**src/radix_digit_converter_defines.svh**
```systemverilog
// Assertion helpers for the radix digit converter.
`ifndef RADIX_DIGIT_CONVERTER_DEFINES_SVH
`define RADIX_DIGIT_CONVERTER_DEFINES_SVH

`ifndef SYNTHESIS
// Plain property check on the rising clock, off while reset is high.
`define RDC_ASSERT(label, clk, rst, prop) \
  label: assert property (@(posedge clk) disable iff (rst) (prop)) \
    else $error("rdc check failed");
// Same-cycle implication check.
`define RDC_ASSERT_IMP(label, clk, rst, ante, cons) \
  label: assert property (@(posedge clk) disable iff (rst) (ante) |-> (cons)) \
    else $error("rdc implication failed");
// Next-cycle implication check.
`define RDC_ASSERT_NXT(label, clk, rst, ante, cons) \
  label: assert property (@(posedge clk) disable iff (rst) (ante) |=> (cons)) \
    else $error("rdc next-cycle check failed");
`else
`define RDC_ASSERT(label, clk, rst, prop)
`define RDC_ASSERT_IMP(label, clk, rst, ante, cons)
`define RDC_ASSERT_NXT(label, clk, rst, ante, cons)
`endif

`endif

```
**src/rdc_pkg.sv**
```systemverilog
package rdc_pkg;

  localparam int VALUE_WIDTH = 32;
  localparam int MAX_RADIX   = 256;
  localparam int STACK_DEPTH = 32;

  localparam int RADIX_W  = 9;
  localparam int DIGIT_W  = 9;
  localparam int STATUS_W = 2;
  localparam int REM_W    = RADIX_W - 1;          // remainder < radix <= 256
  localparam int STEP_W   = $clog2(VALUE_WIDTH);
  localparam int IDX_W    = $clog2(STACK_DEPTH);
  localparam int PTR_W    = $clog2(STACK_DEPTH + 1);

  localparam int S_TDATA_W = ((VALUE_WIDTH + RADIX_W + 7) / 8) * 8;
  localparam int M_TDATA_W = ((DIGIT_W + 7) / 8) * 8;

  typedef enum logic [STATUS_W-1:0] {
    STATUS_DIGIT     = 2'd0,
    STATUS_ZERO      = 2'd1,
    STATUS_BAD_RADIX = 2'd2
  } status_t;

  // controller -> datapath
  typedef struct packed {
    logic load;          // capture input word, clear stack and divider
    logic div_step;      // one restoring-division step
    logic push;          // push remainder, restart divider
    logic pop;           // move top digit into output register
    logic emit_special;  // single zero / bad-radix result
  } rdc_cmd_t;

  // datapath -> controller
  typedef struct packed {
    logic bad_radix;
    logic value_zero;
    logic step_last;
    logic mag_zero;
    logic stack_one;
    logic stack_empty;
    logic out_free;
  } rdc_sts_t;

endpackage

```
**src/rdc_datapath.sv**
```systemverilog
module rdc_datapath (
  input  logic                           clk,
  input  logic                           rst,
  input  rdc_pkg::rdc_cmd_t              cmd,
  output rdc_pkg::rdc_sts_t              sts,
  input  logic [rdc_pkg::VALUE_WIDTH-1:0] in_value,
  input  logic [rdc_pkg::RADIX_W-1:0]    in_radix,
  input  logic                           out_ready,
  output logic                           out_valid,
  output logic [rdc_pkg::DIGIT_W-1:0]    out_digit,
  output rdc_pkg::status_t               out_status,
  output logic                           out_last
);
  import rdc_pkg::*;

  logic [VALUE_WIDTH-1:0] mag;
  logic [REM_W-1:0]       rem;
  logic [RADIX_W-1:0]     radix_r;
  logic                   neg;
  logic [STEP_W-1:0]      step;
  logic [PTR_W-1:0]       ptr;
  logic [REM_W-1:0]       stack_mem [STACK_DEPTH];

  logic [RADIX_W-1:0]     rem_sh;
  logic                   ge;
  logic [RADIX_W-1:0]     rem_diff;
  logic [PTR_W-1:0]       top_ptr;
  logic [DIGIT_W-1:0]     top_digit;

  // restoring division, one quotient bit per step; quotient shifts into mag
  assign rem_sh   = {rem, mag[VALUE_WIDTH-1]};
  assign ge       = (rem_sh >= radix_r);
  assign rem_diff = rem_sh - radix_r;

  assign top_ptr   = ptr - PTR_W'(1);
  assign top_digit = {{(DIGIT_W - REM_W){1'b0}}, stack_mem[top_ptr[IDX_W-1:0]]};

  assign sts.bad_radix   = (32'(radix_r) < 32'd2) || (32'(radix_r) > 32'(MAX_RADIX));
  assign sts.value_zero  = (mag == '0);
  assign sts.mag_zero    = (mag == '0);
  assign sts.step_last   = (step == STEP_W'(VALUE_WIDTH - 1));
  assign sts.stack_one   = (ptr == PTR_W'(1));
  assign sts.stack_empty = (ptr == '0);
  assign sts.out_free    = !out_valid || out_ready;

  always_ff @(posedge clk) begin
    if (cmd.load) begin
      neg     <= in_value[VALUE_WIDTH-1];
      mag     <= in_value[VALUE_WIDTH-1] ? (~in_value + VALUE_WIDTH'(1)) : in_value;
      radix_r <= in_radix;
      rem     <= '0;
      step    <= '0;
      ptr     <= '0;
    end else if (cmd.div_step) begin
      mag  <= {mag[VALUE_WIDTH-2:0], ge};
      rem  <= ge ? rem_diff[REM_W-1:0] : rem_sh[REM_W-1:0];
      step <= step + STEP_W'(1);
    end else if (cmd.push) begin
      rem  <= '0;
      step <= '0;
      // digits beyond the stack depth are dropped
      if (ptr < PTR_W'(STACK_DEPTH)) begin
        ptr <= ptr + PTR_W'(1);
      end
    end else if (cmd.pop) begin
      ptr <= top_ptr;
    end
  end

  always_ff @(posedge clk) begin
    if (cmd.push && (ptr < PTR_W'(STACK_DEPTH))) begin
      stack_mem[ptr[IDX_W-1:0]] <= rem;
    end
  end

  // output register, read port of the stack lands here
  always_ff @(posedge clk) begin
    if (rst) begin
      out_valid <= 1'b0;
    end else if (cmd.pop || cmd.emit_special) begin
      out_valid <= 1'b1;
    end else if (out_ready) begin
      out_valid <= 1'b0;
    end
  end

  always_ff @(posedge clk) begin
    if (cmd.pop) begin
      out_digit  <= neg ? (-top_digit) : top_digit;
      out_status <= STATUS_DIGIT;
      out_last   <= sts.stack_one;
    end else if (cmd.emit_special) begin
      out_digit  <= '0;
      out_status <= sts.bad_radix ? STATUS_BAD_RADIX : STATUS_ZERO;
      out_last   <= 1'b1;
    end
  end

endmodule

```
**src/rdc_ctrl.sv**
```systemverilog
module rdc_ctrl (
  input  logic              clk,
  input  logic              rst,
  input  logic              in_valid,
  output logic              in_ready,
  input  rdc_pkg::rdc_sts_t sts,
  output rdc_pkg::rdc_cmd_t cmd
);
  import rdc_pkg::*;

  typedef enum logic [2:0] {
    ST_IDLE,
    ST_CHECK,
    ST_SPECIAL,
    ST_DIV,
    ST_PUSH,
    ST_POP
  } state_t;

  state_t state;

  assign in_ready = (state == ST_IDLE);

  always_comb begin
    cmd = '0;
    case (state)
      ST_IDLE:    cmd.load         = in_valid;
      ST_SPECIAL: cmd.emit_special = sts.out_free;
      ST_DIV:     cmd.div_step     = 1'b1;
      ST_PUSH:    cmd.push         = 1'b1;
      ST_POP:     cmd.pop          = sts.out_free;
      default:    cmd              = '0;
    endcase
  end

  always_ff @(posedge clk) begin
    if (rst) begin
      state <= ST_IDLE;
    end else begin
      case (state)
        ST_IDLE: begin
          if (in_valid) state <= ST_CHECK;
        end
        ST_CHECK: begin
          // bad radix wins over a zero value
          if (sts.bad_radix || sts.value_zero) state <= ST_SPECIAL;
          else state <= ST_DIV;
        end
        ST_SPECIAL: begin
          if (sts.out_free) state <= ST_IDLE;
        end
        ST_DIV: begin
          if (sts.step_last) state <= ST_PUSH;
        end
        ST_PUSH: begin
          // mag now holds the quotient
          if (sts.mag_zero) state <= ST_POP;
          else state <= ST_DIV;
        end
        ST_POP: begin
          if (sts.out_free && sts.stack_one) state <= ST_IDLE;
        end
        default: state <= ST_IDLE;
      endcase
    end
  end

endmodule

```
**src/radix_digit_converter.sv**
```systemverilog
// Radix digit converter: takes a signed 32-bit value and a radix on the slave
// stream and returns the digits of the value in that radix on the master
// stream, most significant digit first, one word per digit, tlast on the
// final one. Digits of a negative value are negated (truncating-division
// convention), so they run from -255 to 255. A zero value returns a single
// word with status ZERO; a radix below 2 or above 256 returns a single word
// with status BAD_RADIX (this wins over a zero value); both carry digit 0 and
// tlast. One conversion is in flight at a time: s_tready is high only when the
// block is idle, but it does not wait for the last result to be taken, the
// output register holds it. Per item the block accepts the word and checks
// it, then for each digit runs 32 steps of a bit-serial restoring divider
// plus one stack push, then reads the stack out one digit at a time; the
// reads and special results wait while the output is stalled. The divider
// produces one quotient bit per clock. The digit stack holds 32 entries.
`include "radix_digit_converter_defines.svh"

module radix_digit_converter (
  input  logic                           clk,
  input  logic                           rst,
  input  logic                           s_tvalid,
  output logic                           s_tready,
  // s_tdata: value [31:0], radix [40:32], zero fill above
  input  logic [rdc_pkg::S_TDATA_W-1:0]  s_tdata,
  output logic                           m_tvalid,
  input  logic                           m_tready,
  // m_tdata: digit [8:0], zero fill above
  output logic [rdc_pkg::M_TDATA_W-1:0]  m_tdata,
  // m_tuser: status [1:0] (0 digit, 1 zero value, 2 bad radix)
  output logic [rdc_pkg::STATUS_W-1:0]   m_tuser,
  output logic                           m_tlast
);
  import rdc_pkg::*;

  rdc_cmd_t           cmd;
  rdc_sts_t           sts;
  logic [DIGIT_W-1:0] digit;
  status_t            status;

  rdc_ctrl u_ctrl (
    .clk      (clk),
    .rst      (rst),
    .in_valid (s_tvalid),
    .in_ready (s_tready),
    .sts      (sts),
    .cmd      (cmd)
  );

  rdc_datapath u_datapath (
    .clk        (clk),
    .rst        (rst),
    .cmd        (cmd),
    .sts        (sts),
    .in_value   (s_tdata[VALUE_WIDTH-1:0]),
    .in_radix   (s_tdata[VALUE_WIDTH+RADIX_W-1:VALUE_WIDTH]),
    .out_ready  (m_tready),
    .out_valid  (m_tvalid),
    .out_digit  (digit),
    .out_status (status),
    .out_last   (m_tlast)
  );

  assign m_tdata = {{(M_TDATA_W - DIGIT_W){1'b0}}, digit};
  assign m_tuser = status;

  // never overwrite a result that is still waiting
  `RDC_ASSERT_IMP(a_emit_slot, clk, rst, cmd.pop || cmd.emit_special, sts.out_free)
  // a pop always finds a digit on the stack
  `RDC_ASSERT_IMP(a_pop_nonempty, clk, rst, cmd.pop, !sts.stack_empty)
  // special results are single words with digit zero
  `RDC_ASSERT_IMP(a_special_word, clk, rst, m_tvalid && (m_tuser != STATUS_DIGIT),
                  (m_tdata == '0) && m_tlast)
  // an accepted word starts a conversion, no second accept right after
  `RDC_ASSERT_NXT(a_busy_after_accept, clk, rst, s_tvalid && s_tready, !s_tready)

endmodule
```
**config.mk**
```make
export PLATFORM = sky130hd
export DESIGN_NAME = radix_digit_converter
export DESIGN_NICKNAME = d
export VERILOG_FILES = /design/src/rdc_pkg.sv /design/src/rdc_datapath.sv /design/src/rdc_ctrl.sv /design/src/radix_digit_converter.sv
export VERILOG_INCLUDE_DIRS = /design/src /design/src/src
export SDC_FILE = /design/constraint.sdc
export NUM_CORES = 1
export LEC_CHECK = 0
export ABC_CLOCK_PERIOD_IN_PS = 5150
export BUFFER_PORTS_ARGS = -buffer_cell sky130_fd_sc_hd__buf_4
export CAP_MARGIN = 20
export CORE_AREA = 2 2 155 195
export DETAILED_ROUTE_END_ITERATION = 8
export DIE_AREA = 0 0 157 197
export PLACE_DENSITY = 0.65
export SLEW_MARGIN = 20
export SYNTH_ARGS = -nofsm -noshare
export SYNTH_HDL_FRONTEND = slang
export SYNTH_SLANG_ARGS = --single-unit
```
**constraint.sdc**
```tcl
create_clock -name clk -period 5.15 [get_ports clk]
set_input_delay 0.515 -clock clk [delete_from_list [all_inputs] [get_ports clk]]
set_output_delay 0.515 -clock clk [all_outputs]
set_load 0.1 [all_outputs]
```
# Word-level counts from Yosys, hierarchy flattened
# Memory sizes are Yosys's and may differ from the RTL's.
# Index checks and enable logic that the tools add are counted.
classes:
  bitwise_logic: 2
  n_reduce_logical: 16
  magnitude_cmp: 4
  n_addsub: 6
  muxes: 33
  eq_ne: 12
ops:
  columns: ["cell", "count"]
  rows:
  - ["32-bit 2-to-1 mux", 3]
  - ["32-bit by 1-bit adder with 32-bit output (second input constant)", 1]
  - ["32-bit logical NOT", 1]
  - ["32-bit inverter", 1]
  - ["9-bit 2-to-1 mux", 3]
  - ["8-bit 2-to-1 mux", 3]
  - ["6-bit 2-to-1 mux", 3]
  - ["3-bit one-hot mux with 6 select lines", 1]
  - ["3-bit 2-to-1 mux", 5]
  - ["1-bit 2-to-1 mux", 12]
  - ["5-bit 2-to-1 mux", 2]
  - ["2-bit nonzero test", 5]
  - ["9-bit greater-or-equal comparator", 1]
  - ["9-bit > comparator (second input constant)", 1]
  - ["9-bit by 2-bit less-than comparator with 1-bit output (second input constant)", 1]
  - ["8-bit negator with 9-bit output", 1]
  - ["8-bit subtractor", 1]
  - ["6-bit by 1-bit adder with 6-bit output (second input constant)", 1]
  - ["3-bit by 2-bit == test with 1-bit output (second input constant)", 2]
  - ["3-bit == test (second input constant)", 2]
  - ["6-bit by 1-bit == test with 1-bit output (second input constant)", 1]
  - ["6-bit less-than comparator (second input constant)", 1]
  - ["2-bit != test (second input constant)", 3]
  - ["6-bit by 1-bit subtractor with 6-bit output (second input constant)", 1]
  - ["12 further kinds", 17]
totals:
  word_cells: 85
  ramBits: 256
  output_inout_bits: 21
  memories: 1
  reg_bits: 77
  in_bits: 52
memory_table:
  columns: ["memory", "words", "word_bits", "read_ports", "rd_clocked_by_memory_dff", "write_ports", "line_no", "source"]
  rows:
  - ["u_datapath.stack_mem", 32, 8, 1, 0, 1, "rdc_datapath.sv:22", "logic [REM_W-1:0] stack_mem [STACK_DEPTH];"]

# Longest topological paths before layout
# Gate-level depths: netlist of run 1.
depth:
  depth_word: 5
  ltp_mapped: 18
  ltp_nobuf: 11

# Cells and area by module
# A second synthesis of run 1 with hierarchy kept.
unflattened:
  hier_cells: 1003
  hier_area_um2: 14861.8
by_module_without_submodules:
  columns: ["module", "cells_each", "area_each_um2", "instances"]
  rows:
  - ["rdc_datapath", 962, 14487.6, 1]
  - ["rdc_ctrl", 33, 317.8, 1]
  - ["radix_digit_converter", 8, 56.3, 1]

# Least setup slack after synthesis of run 1
# Ideal clock, no wire load.
synth_path:
  path_kind: "register to register"
  from: "reg u_ctrl.state[0]"
  to: "reg u_datapath.mag[0], enable pin"
  slack_ns: 0.708
  arrival_time_ns: 4.053
  setup_ns: 0.389
  t_required_ns: 4.761
  stages_incl_launch_ff: 5
  n_path_buf: 1
  cell_sequence: "dfxtp_1 nor3_1 nand2_1 clkbuf_1 nand2_1"
synth_via:
  elab_chain_cells: 3
  word_cells_on_any_way: 5
synth_lines:
  columns: ["item", "line_no", "source"]
  rows:
  - ["start: declaration", "rdc_ctrl.sv:20", "state_t state;"]
  - ["start signal: assignment", "rdc_ctrl.sv:38", "state <= ST_IDLE;"]
  - ["start signal: assignment", "rdc_ctrl.sv:42", "if (in_valid) state <= ST_CHECK;"]
  - ["start signal: assignment", "rdc_ctrl.sv:46", "if (sts.bad_radix || sts.value_zero) state <= ST_SPECIAL;"]
  - ["3-bit logical NOT", null, null]
  - ["via s_tready", "radix_digit_converter.sv:21", "output logic s_tready,"]
  - ["1-bit 2-to-1 mux", "rdc_ctrl.sv:26", "case (state)"]
  - ["2-bit nonzero test (no source line)", null, null]
  - ["end signal: assignment", "rdc_datapath.sv:49", "mag <= in_value[VALUE_WIDTH-1] ? (~in_value + VALUE_WIDTH'(1)) : in_value;"]
  - ["end signal: assignment", "rdc_datapath.sv:55", "mag <= {mag[VALUE_WIDTH-2:0], ge};"]
  - ["end: declaration", "rdc_datapath.sv:16", "logic [VALUE_WIDTH-1:0] mag;"]
# The timed path passes the listed nets, and every way through them passes these cells.
# A chain may end at the register's enable or synchronous reset.

# Worst setup path after layout of run 1
layout_path:
  from: "reg u_datapath.ptr[0]"
  to: "reg u_datapath.out_digit[6] in the netlist's numbering (data pin)"
layout_via:
  elab_chain_cells: 5
layout_lines:
  columns: ["item", "line_no", "source"]
  rows:
  - ["start: declaration", "rdc_datapath.sv:21", "logic [PTR_W-1:0] ptr;"]
  - ["start signal: assignment", "rdc_datapath.sv:63", "ptr <= ptr + PTR_W'(1);"]
  - ["start signal: assignment", "rdc_datapath.sv:66", "ptr <= top_ptr;"]
  - ["6-bit by 1-bit subtractor with 6-bit output *", "rdc_datapath.sv:35", "assign top_ptr = ptr - PTR_W'(1);"]
  - ["memory 32 x 8 bit *", null, null]
  - ["8-bit negator with 9-bit output", "rdc_datapath.sv:89", "out_digit <= neg ? (-top_digit) : top_digit;"]
  - ["9-bit 2-to-1 mux *", "rdc_datapath.sv:89", null]
  - ["9-bit 2-to-1 mux *", "rdc_datapath.sv:88", "if (cmd.pop) begin"]
  - ["end signal: assignment", "rdc_datapath.sv:89", null]
  - ["end: declaration", "rdc_datapath.sv:10", "output logic [rdc_pkg::DIGIT_W-1:0] out_digit,"]
# Mark *: on every way between the ends. The rest lies on a longest branch, timed or not.

==> results.json, run 1 <==
{
  "htree_levels": 1,
  "synth_edf_count": 308,
  "grt_pass1_wl_mm": 47.2,
  "ir_worst_vdd_v": 0.000250,
  "cp_common_cell": "mux4_2",
  "row_count": 70,
  "synth_cell_type_count": 57,
  "tightest_slew_ns": 0.953,
  "cts_hold_buf": 0,
  "p_leak_nw": 5.53,
  "first_iter_violations": 549,
  "worst_skew_pair.late_latency_ns": 0.55,
  "crit_path_start_kind": "register",
  "powerDensity_mw_per_mm2": 337,
  "setup_viol": 0,
  "cts_sinks": 333,
  "r2r_cells": 10,
  "wl_mm": 30.3,
  "die-area_sq_mm": 0.0309,
  "crit_arrival_ns": 4.29,
  "setup_tns_ns": 0,
  "die_y_um": 197,
  "drive_gt1_share_pct": 20.4,
  "routed-via-count": 8338,
  "max_cap_violations": 0,
  "drv_slew": 0,
  "grt_busiest_layer": "met2",
  "root_buffer": "clkbuf_16",
  "cp_top_family": "multiplexers",
  "nNetsFinal": 1135,
  "hp-class": "in2reg",
  "end_kind": "register",
  "synthArstFlopShare_pct": 0,
  "io_pins": 73,
  "drc_errors": 0,
  "cts_buffers": 31,
  "met2_usage_pct": 35.3,
  "rrSetupSlack_ns": 1.15,
  "hold_depth": 1,
  "netlist_instances": 999,
  "antenna_found_initial": 0,
  "r2r-end": "u_datapath.out_digit[6]",
  "criticalPathCategory": "reg2reg",
  "whs_endpoint": "u_datapath.radix_r[1]",
  "grt-ovfl-total": 0,
  "crit_chain": "inv_1 -> ha_2 -> buf_12 -> mux4_2 -> mux4_2 -> mux2i_1 -> nand2_1 -> o31ai_1 -> xnor2_1 -> nor2_1",
  "diodes": 0,
  "multi_input_area_sq_mm": 0.00462,
  "start_util_pct": 50.6,
  "met1_usage_pct": 25.6,
  "final_util_pct": 57.2,
  "core_area_sq_mm": 0.0290,
  "clk_transition_reported_paths_ns": 0.06,
  "hold_viol": 0,
  "ys_warn_count": 0,
  "syn_area_sq_mm": 0.0147,
  "grt_start_max_net_pins": 65,
  "reg2reg_from": "u_datapath.ptr[0]",
  "slew_headroom_pct": 36.2,
  "synth_seq_cells": 333,
  "syn_area_per_cell_sq_um": 14.7,
  "drt_pre_antenna_iters": 5,
  "grt_usage_pct": 20.2,
  "min_from": "s_tdata[33]",
  "wire_per_inst_um": 20.4,
  "synth_seq_area_share_pct": 66.5,
  "cp_slowest_cell": "ha_2",
  "cp_num_buf_inv": 2,
  "cts_resized": 0,
  "total_power_mw": 5.58,
  "post-route-min-period_ns": 4.00,
  "synth_top_flop_cell": "edfxtp_1",
  "gr-usage-met3_pct": 2.42,
  "rsz0062_at_grt": "no",
  "regArea_sq_mm": 0.00975,
  "path_max_fanout": 34,
  "place_hpwl_mm": 20.1,
  "cts_setup_buffers": 0,
  "cts_tree": "done",
  "n_fill_cell": 2284,
  "viasPerCell": 5.62,
  "slowest_delay_ns": 0.71,
  "numPortBuffers": 58,
  "cp.depth": 10,
  "status": "completed",
  "grt_pass1_vias": 8355,
  "cp.required_ns": 5.43,
  "max_freq_ghz": 0.250,
  "place_congestion": 0.810,
  "fin_crit_sh_pct": 77.7,
  "syn_to_final_growth_pct": 13.1,
  "drtAntennaViolNets": 0,
  "skew_ns": 0.00733,
  "dieWidth_um": 157,
  "cts.path.max_buffers": 3
}
## report_power, final
group | leakage [nW] | total, mW | switching (mW) | internal (mW)
combinational | 1.96 | 0.300 | 0.207 | 0.0929
sequential | 3.07 | 3.02 | 0.0318 | 2.98
clock | 0.505 | 2.27 | 0.962 | 1.31
## routing by layer
layer  vias up  part of all wire, %
met2       192                   52
met4         0                  3.9
met5         -                    0
met3        62                  3.9
li1       3945                    -
met1      4139                   40
## synth_stat cells (14+ instances only)
master	instances	area share [%]
xor2_1	34	2.0
inv_1	20	0.51
a21oi_1	22	0.75
clkbuf_1	34	0.87
ha_1	18	1.5
nand2_1	110	2.8
mux4_2	68	10
edfxtp_1	308	63
o21ai_0	52	1.8
nor2_1	111	2.8
dfxtp_1	25	3.4
xnor2_1	14	0.84
## layout make-up
| class | instances | area share (%) |
|---|---|---|
| clock buffers | 42 | 5.36 |
| clock inverters | 15 | 0.808 |
| inverters | 20 | 0.453 |
| multi-input cells | 599 | 27.9 |
| flip-flops and latches | 333 | 58.8 |
| well taps | 396 | 2.99 |
| repair buffers | 79 | 3.65 |
## cell usage in the layout (no fill, tap or decap), types with 7 or more instances in the layout
cell / Yosys / final
edfxtp_1: 308 / 308
nor2_1: 111 / 111
nand2_1: 110 / 109
buf_4: 8 / 78
mux4_2: 68 / 68
o21ai_0: 52 / 52
xor2_1: 34 / 34
clkbuf_16: 0 / 32
dfxtp_1: 25 / 24
a21oi_1: 22 / 22
inv_1: 20 / 20
ha_1: 18 / 17
xnor2_1: 14 / 13
nand3_1: 12 / 12
o211ai_1: 12 / 12
nand2b_1: 11 / 11
o22ai_1: 9 / 9
o31ai_1: 9 / 9
nor4_1: 9 / 9
clkinv_2: 0 / 9
nor2b_1: 8 / 8
nand3b_1: 7 / 7
o311ai_0: 7 / 7
conb_1: 1 / 7
## how the worst max path moves through the flow
stage | from | endpoint | slack (ns)
2_1_floorplan | u_ctrl.state[0] | u_datapath.mag[0] | 0.71
3_3_place_gp | u_datapath.ptr[0] | u_datapath.out_digit[6] | 1.17
3_5_place_dp | u_datapath.ptr[0] | u_datapath.out_digit[6] | 1.11
4_1_cts | u_datapath.ptr[0] | u_datapath.out_digit[6] | 1.10
5_1_grt | u_datapath.ptr[0] | u_datapath.out_digit[6] | 0.80
6_report | u_datapath.ptr[0] | u_datapath.out_digit[6] | 1.15
## cell families after synthesis
kind of cell,count (synthesis),share of synthesized area [%]
buffers and inverters,73,2.19
XOR/XNOR,48,2.87
other,1,0.0256
adder cells (fa/ha/maj),19,1.67
AO/OA/AOI/OAI,144,6.25
AND/OR/NAND/NOR,309,9.76
multiplexers,72,10.7
flip-flops,333,66.5
## metrics by stage
step | cells | setup slack, ns | hold WS, ns | area (sq um)
3_5_place_dp | 1427 | 1.11 | 0.445 | 15600
3_3_place_gp | 1427 | 1.17 | 0.441 | 15600
6_report | 1484 | 1.15 | 0.141 | 16600
2_1_floorplan | 1005 | 0.708 | 0.415 | 14700
4_1_cts | 1484 | 1.10 | 0.125 | 16600
5_1_grt | 1484 | 0.799 | 0.127 | 16600
## registers in the layout, summed over array words and instances, names as in the netlist, 2 cells and up
| register | flops |
|---|---|
| u_datapath.out_status | 2 |
| u_datapath.step | 5 |
| u_datapath.ptr | 6 |
| u_datapath.out_digit | 9 |
| u_datapath.rem | 8 |
| u_datapath.stack_mem | 256 |
| u_datapath.mag | 32 |
| u_datapath.radix_r | 9 |
| u_ctrl.state | 3 |
Power figures use the tool's default switching activity.
==> run 2, diff against run 1 <==
Settings changed: ABC_CLOCK_PERIOD_IN_PS 5150 to 4200.
Clock period 5.15 ns to 4.2 ns, I/O delays scaled along.
==> results.json, run 2 (same netlist as run 1, synthesis figures left out) <==
{
  "drc_errors": 0,
  "final_util_pct": 57.7,
  "p_int_mw": 5.52,
  "cts.path.max_buffers": 3,
  "tightest_slew_ns": 0.912,
  "p_leak_nw": 5.63,
  "start_util_pct": 50.6,
  "max_cap_violations": 0,
  "setup_viol": 0,
  "p_seq_share_pct": 52.6,
  "path_max_fanout": 30,
  "numPortBuffers": 58,
  "hold_viol": 0,
  "max_freq_ghz": 0.277,
  "cts_tree": "done",
  "cp_common_cell": "mux4_2",
  "rrSetupSlack_ns": 0.59,
  "skew_ns": 0.0260,
  "slowest_delay_ns": 0.52,
  "end_kind": "register",
  "grt_usage_pct": 20.6,
  "cts_setup_buffers": 0,
  "die-area_sq_mm": 0.0309,
  "fin_crit_sh_pct": 85.9,
  "place_hpwl_mm": 19.9,
  "r2r_cells": 10,
  "crit_chain": "inv_1 -> ha_2 -> buf_12 -> mux4_2 -> mux4_2 -> mux2i_1 -> nand2_1 -> o31ai_1 -> xnor2_1 -> nor2_1",
  "largest_reg_flops": 256,
  "cts_resized": 0,
  "cp.required_ns": 4.44,
  "crit_path_start_kind": "register",
  "r2r-end": "u_datapath.out_digit[6]",
  "final_cell_mix": "308 x edfxtp_1, 111 x nor2_1, 109 x nand2_1",
  "drt_pre_antenna_iters": 5,
  "total_power_mw": 7.03,
  "drtAntennaViolNets": 0,
  "setup_tns_ns": 0,
  "power_frac_comb_pct": 5.2,
  "cts_sinks": 333,
  "slew_headroom_pct": 38.9,
  "criticalPathCategory": "reg2reg",
  "clkPwrFrac_pct": 42.2,
  "status": "completed",
  "die_y_um": 197,
  "reg2reg_from": "u_datapath.ptr[1]",
  "drv_slew": 0,
  "ir_worst_vdd_v": 0.000336,
  "root_buffer": "clkbuf_16",
  "cp-startpoint": "u_datapath.ptr[1]",
  "first_iter_violations": 489,
  "cts_hold_buf": 0,
  "grt_pass1_wl_mm": 48.1,
  "io_pins": 73,
  "switching_power_mw": 1.51,
  "rsz0062_at_grt": "no",
  "htree_levels": 2,
  "p_sw_share_pct": 21.5,
  "post-route-min-period_ns": 3.61,
  "fin_hold_ws_ns": 0.0937,
  "hp-class": "in2reg",
  "cp_slowest_cell": "ha_2",
  "wl_mm": 30.5,
  "crit_arrival_ns": 3.85,
  "grt_start_max_net_pins": 65,
  "core_area_sq_mm": 0.0290,
  "clk_transition_reported_paths_ns": 0.06,
  "viasPerCell": 5.66,
  "n_fill_cell": 2288,
  "diodes": 0,
  "routed-via-count": 8466,
  "nNetsFinal": 1145,
  "layout_commonest_cell": "edfxtp_1",
  "antenna_found_initial": 0,
  "grt_pass1_vias": 8500,
  "cts_buffers": 34,
  "row_count": 70,
  "dieWidth_um": 157,
  "worst_skew_pair.late_latency_ns": 0.52,
  "drive_gt1_share_pct": 20.8,
  "syn_to_final_growth_pct": 14.1,
  "powerDensity_mw_per_mm2": 420,
  "grt-ovfl-total": 0,
  "setup.worst_path.end": "u_datapath.out_digit[6]",
  "wire_per_inst_um": 20.4,
  "place_congestion": 0.821
}
## run 2: worst max-delay path, delay by kind of cell (launching register included)
kind,cells,cell delay [ns]
AOI/OAI and AO/OA,1,0.33
buffers and inverters,2,0.40
DFF,1,0.45
and+or+nand+nor,2,0.23
xor gates and xnor gates,1,0.16
muxes,3,1.24
adders and majority gates,1,0.52
## run 2: layout make-up
class	count	area (sq um)	area share, %
Timing Repair Buffer	86	671	4.01
Clock inverter	18	141	0.845
Clock buffer	44	962	5.75
Sequential cell	333	9750	58.3
Multi-Input combinational cell	599	4630	27.7
Tap cell	396	495	2.96
Inverter	20	75.1	0.449
## run 2: how the worst min path moves through the flow
| stage | start | to | cells past startpoint |
|---|---|---|---|
| 2_1_floorplan | u_datapath.step[3] | u_datapath.step[3] | 1 |
| 3_3_place_gp | u_datapath.step[3] | u_datapath.step[3] | 1 |
| 3_5_place_dp | u_datapath.step[3] | u_datapath.step[3] | 1 |
| 4_1_cts | s_tdata[37] | u_datapath.radix_r[5] | 1 |
| 5_1_grt | s_tdata[34] | u_datapath.radix_r[2] | 1 |
| 6_report | s_tdata[37] | u_datapath.radix_r[5] | 1 |
## run 2: metrics by stage
stage	setup slack (ns)	cells	instance area, sq um
6_report	0.593	1496	16700
5_1_grt	0.391	1496	16700
4_1_cts	0.591	1496	16700
3_5_place_dp	0.585	1434	15600
3_3_place_gp	0.646	1434	15600
2_1_floorplan	0.226	1005	14700
## run 2: metal layers
layer | GRT usage (%) | vias up | share of wire (%)
met4 | 7.51 | 0 | 3.2
met2 | 35.6 | 220 | 52
met1 | 26.3 | 4226 | 41
met3 | 3.30 | 50 | 4.2
met5 | 0 | - | 0
li1 | - | 3970 | -
## run 2: power groups by stage
stage | Combinational [mW] | Sequential (mW) | Clock [mW]
after floorplan | 0.199 | 3.83 | 0
after global placement | 0.364 | 3.77 | 0
after detailed placement | 0.370 | 3.77 | 0
after CTS | 0.371 | 3.70 | 3.02
after global routing | 0.402 | 3.70 | 3.14
final | 0.366 | 3.70 | 2.97
==> run 3, diff against run 2 <==
Settings changed: CTS_BUF_LIST set to sky130_fd_sc_hd__clkbuf_4 sky130_fd_sc_hd__clkbuf_8.
==> results.json, run 3 (same netlist as run 1, synthesis figures left out) <==
{
  "r2r_cells": 10,
  "cp_num_buf_inv": 2,
  "clk_transition_reported_paths_ns": 0.07,
  "wire_per_inst_um": 20.1,
  "tightest_slew_ns": 0.919,
  "viasPerCell": 5.63,
  "criticalPathCategory": "reg2reg",
  "first_iter_violations": 532,
  "r2r-end": "u_datapath.out_digit[6]",
  "nNetsFinal": 1171,
  "grt_start_max_net_pins": 65,
  "diodes": 0,
  "rrSetupSlack_ns": 0.60,
  "hold_viol": 0,
  "hp-class": "in2reg",
  "min_from": "s_tdata[29]",
  "grt_pass1_wl_mm": 48.5,
  "end_kind": "register",
  "max_freq_ghz": 0.278,
  "syn_to_final_growth_pct": 14.2,
  "whs_endpoint": "u_datapath.mag[29]",
  "setup_viol": 0,
  "cp.required_ns": 4.50,
  "routed-via-count": 8632,
  "drt_pre_antenna_iters": 7,
  "cp_common_cell": "mux4_2",
  "powerDensity_mw_per_mm2": 404,
  "die_y_um": 197,
  "ir_worst_vdd_v": 0.000323,
  "grt_usage_pct": 20.8,
  "dieWidth_um": 157,
  "crit_arrival_ns": 3.90,
  "hold_depth": 3,
  "start_util_pct": 50.6,
  "cts_tree": "done",
  "path_max_fanout": 30,
  "worst_skew_pair.late_latency_ns": 0.59,
  "crit_path_start_kind": "register",
  "numPortBuffers": 58,
  "root_buffer": "clkbuf_8",
  "cp-startpoint": "u_datapath.ptr[1]",
  "status": "completed",
  "cts_setup_buffers": 0,
  "wl_mm": 30.8,
  "skew_ns": 0.0363,
  "cts_buffers": 50,
  "cp_top_family": "multiplexers",
  "die-area_sq_mm": 0.0309,
  "drc_errors": 0,
  "antenna_found_initial": 0,
  "drtAntennaViolNets": 0,
  "io_pins": 73,
  "drv_slew": 0,
  "cp_slowest_cell": "ha_2",
  "grt-ovfl-total": 0,
  "final_cell_mix": "308 x edfxtp_1, 111 x nor2_1, 109 x nand2_1",
  "setup_tns_ns": 0,
  "fin_hold_ws_ns": 0.209,
  "cts_sinks": 333,
  "largest_reg_flops": 256,
  "rsz0062_at_grt": "no",
  "row_count": 70,
  "crit_chain": "inv_1 -> ha_2 -> buf_12 -> mux4_2 -> mux4_2 -> mux2i_1 -> nand2_1 -> o31ai_1 -> xnor2_1 -> nor2_1",
  "p_leak_nw": 5.66,
  "layout_commonest_cell": "edfxtp_1",
  "slowest_delay_ns": 0.51,
  "slew_headroom_pct": 38.5,
  "cts.path.max_buffers": 3,
  "htree_levels": 2,
  "reg2reg_from": "u_datapath.ptr[1]",
  "fin_crit_sh_pct": 85.7,
  "place_congestion": 0.821,
  "place_hpwl_mm": 19.9,
  "core_area_sq_mm": 0.0290,
  "drive_gt1_share_pct": 22.8,
  "grt_pass1_vias": 8634,
  "post-route-min-period_ns": 3.60,
  "max_cap_violations": 0
}
## run 3: cell count changes in the layout (fill, tap and decap cells not counted), sizes merged
cell,previous run,this run
inv,21,20
clkinv,15,18
bufinv,2,3
dlygate4sd3,0,10
clkinvlp,0,1
clkbuf,44,68
## run 3: timing repair
item,4_1_cts,5_1_grt
hold buffers,10,0
resized for setup,0,0
endpoints found under the hold margin,10,0
## run 3: worst max-delay path by stage
| stage | endpoint | cells after the start |
|---|---|---|
| after floorplan | u_datapath.out_digit[6] | 17 |
| after global placement | u_datapath.out_digit[6] | 10 |
| after detailed placement | u_datapath.out_digit[6] | 10 |
| after CTS | u_datapath.out_digit[6] | 10 |
| after global routing | u_datapath.out_digit[6] | 10 |
| final | u_datapath.out_digit[6] | 10 |
## run 3: power by group
group          internal (mW)  switching (mW)
logic                  0.120           0.253
clock network           1.48            1.21
registers               3.66          0.0401
## run 3: tightest hold or removal path: stages
cell and delay [ns]:
buf_4 0.09, xor2_1 0.06, o21ai_1 0.10
## run 3: cell type report
cell class                 count  area (sq um)
clock buffer                  68           836
clock inverter                22           176
fill                        2304         12300
inverter                      20          75.1
multi-input combinational    599          4630
sequential                   333          9750
tap                          396           495
timing repair buffer          96           771
## run 3: through the flow
stage               power [mW]  instance area [sq um]  std cells  worst slack, ns  util (%)
finish                    6.76                  16700       1534            0.602      57.7
global route              6.99                  16700       1534            0.397      57.7
CTS                       6.82                  16700       1534            0.564      57.7
detailed placement        4.14                  15600       1434            0.585      53.9
global placement          4.13                  15600       1434            0.646      53.9
floorplan                 4.03                  14700       1005            0.226         -
## run 3: routing by layer
metal	global-route usage, %	part of all wire, %	vias up
li1	-	-	4027
met1	26.5	40	4292
met2	35.8	52	252
met3	3.56	4.7	61
met4	7.85	3.2	0
met5	0	0	-
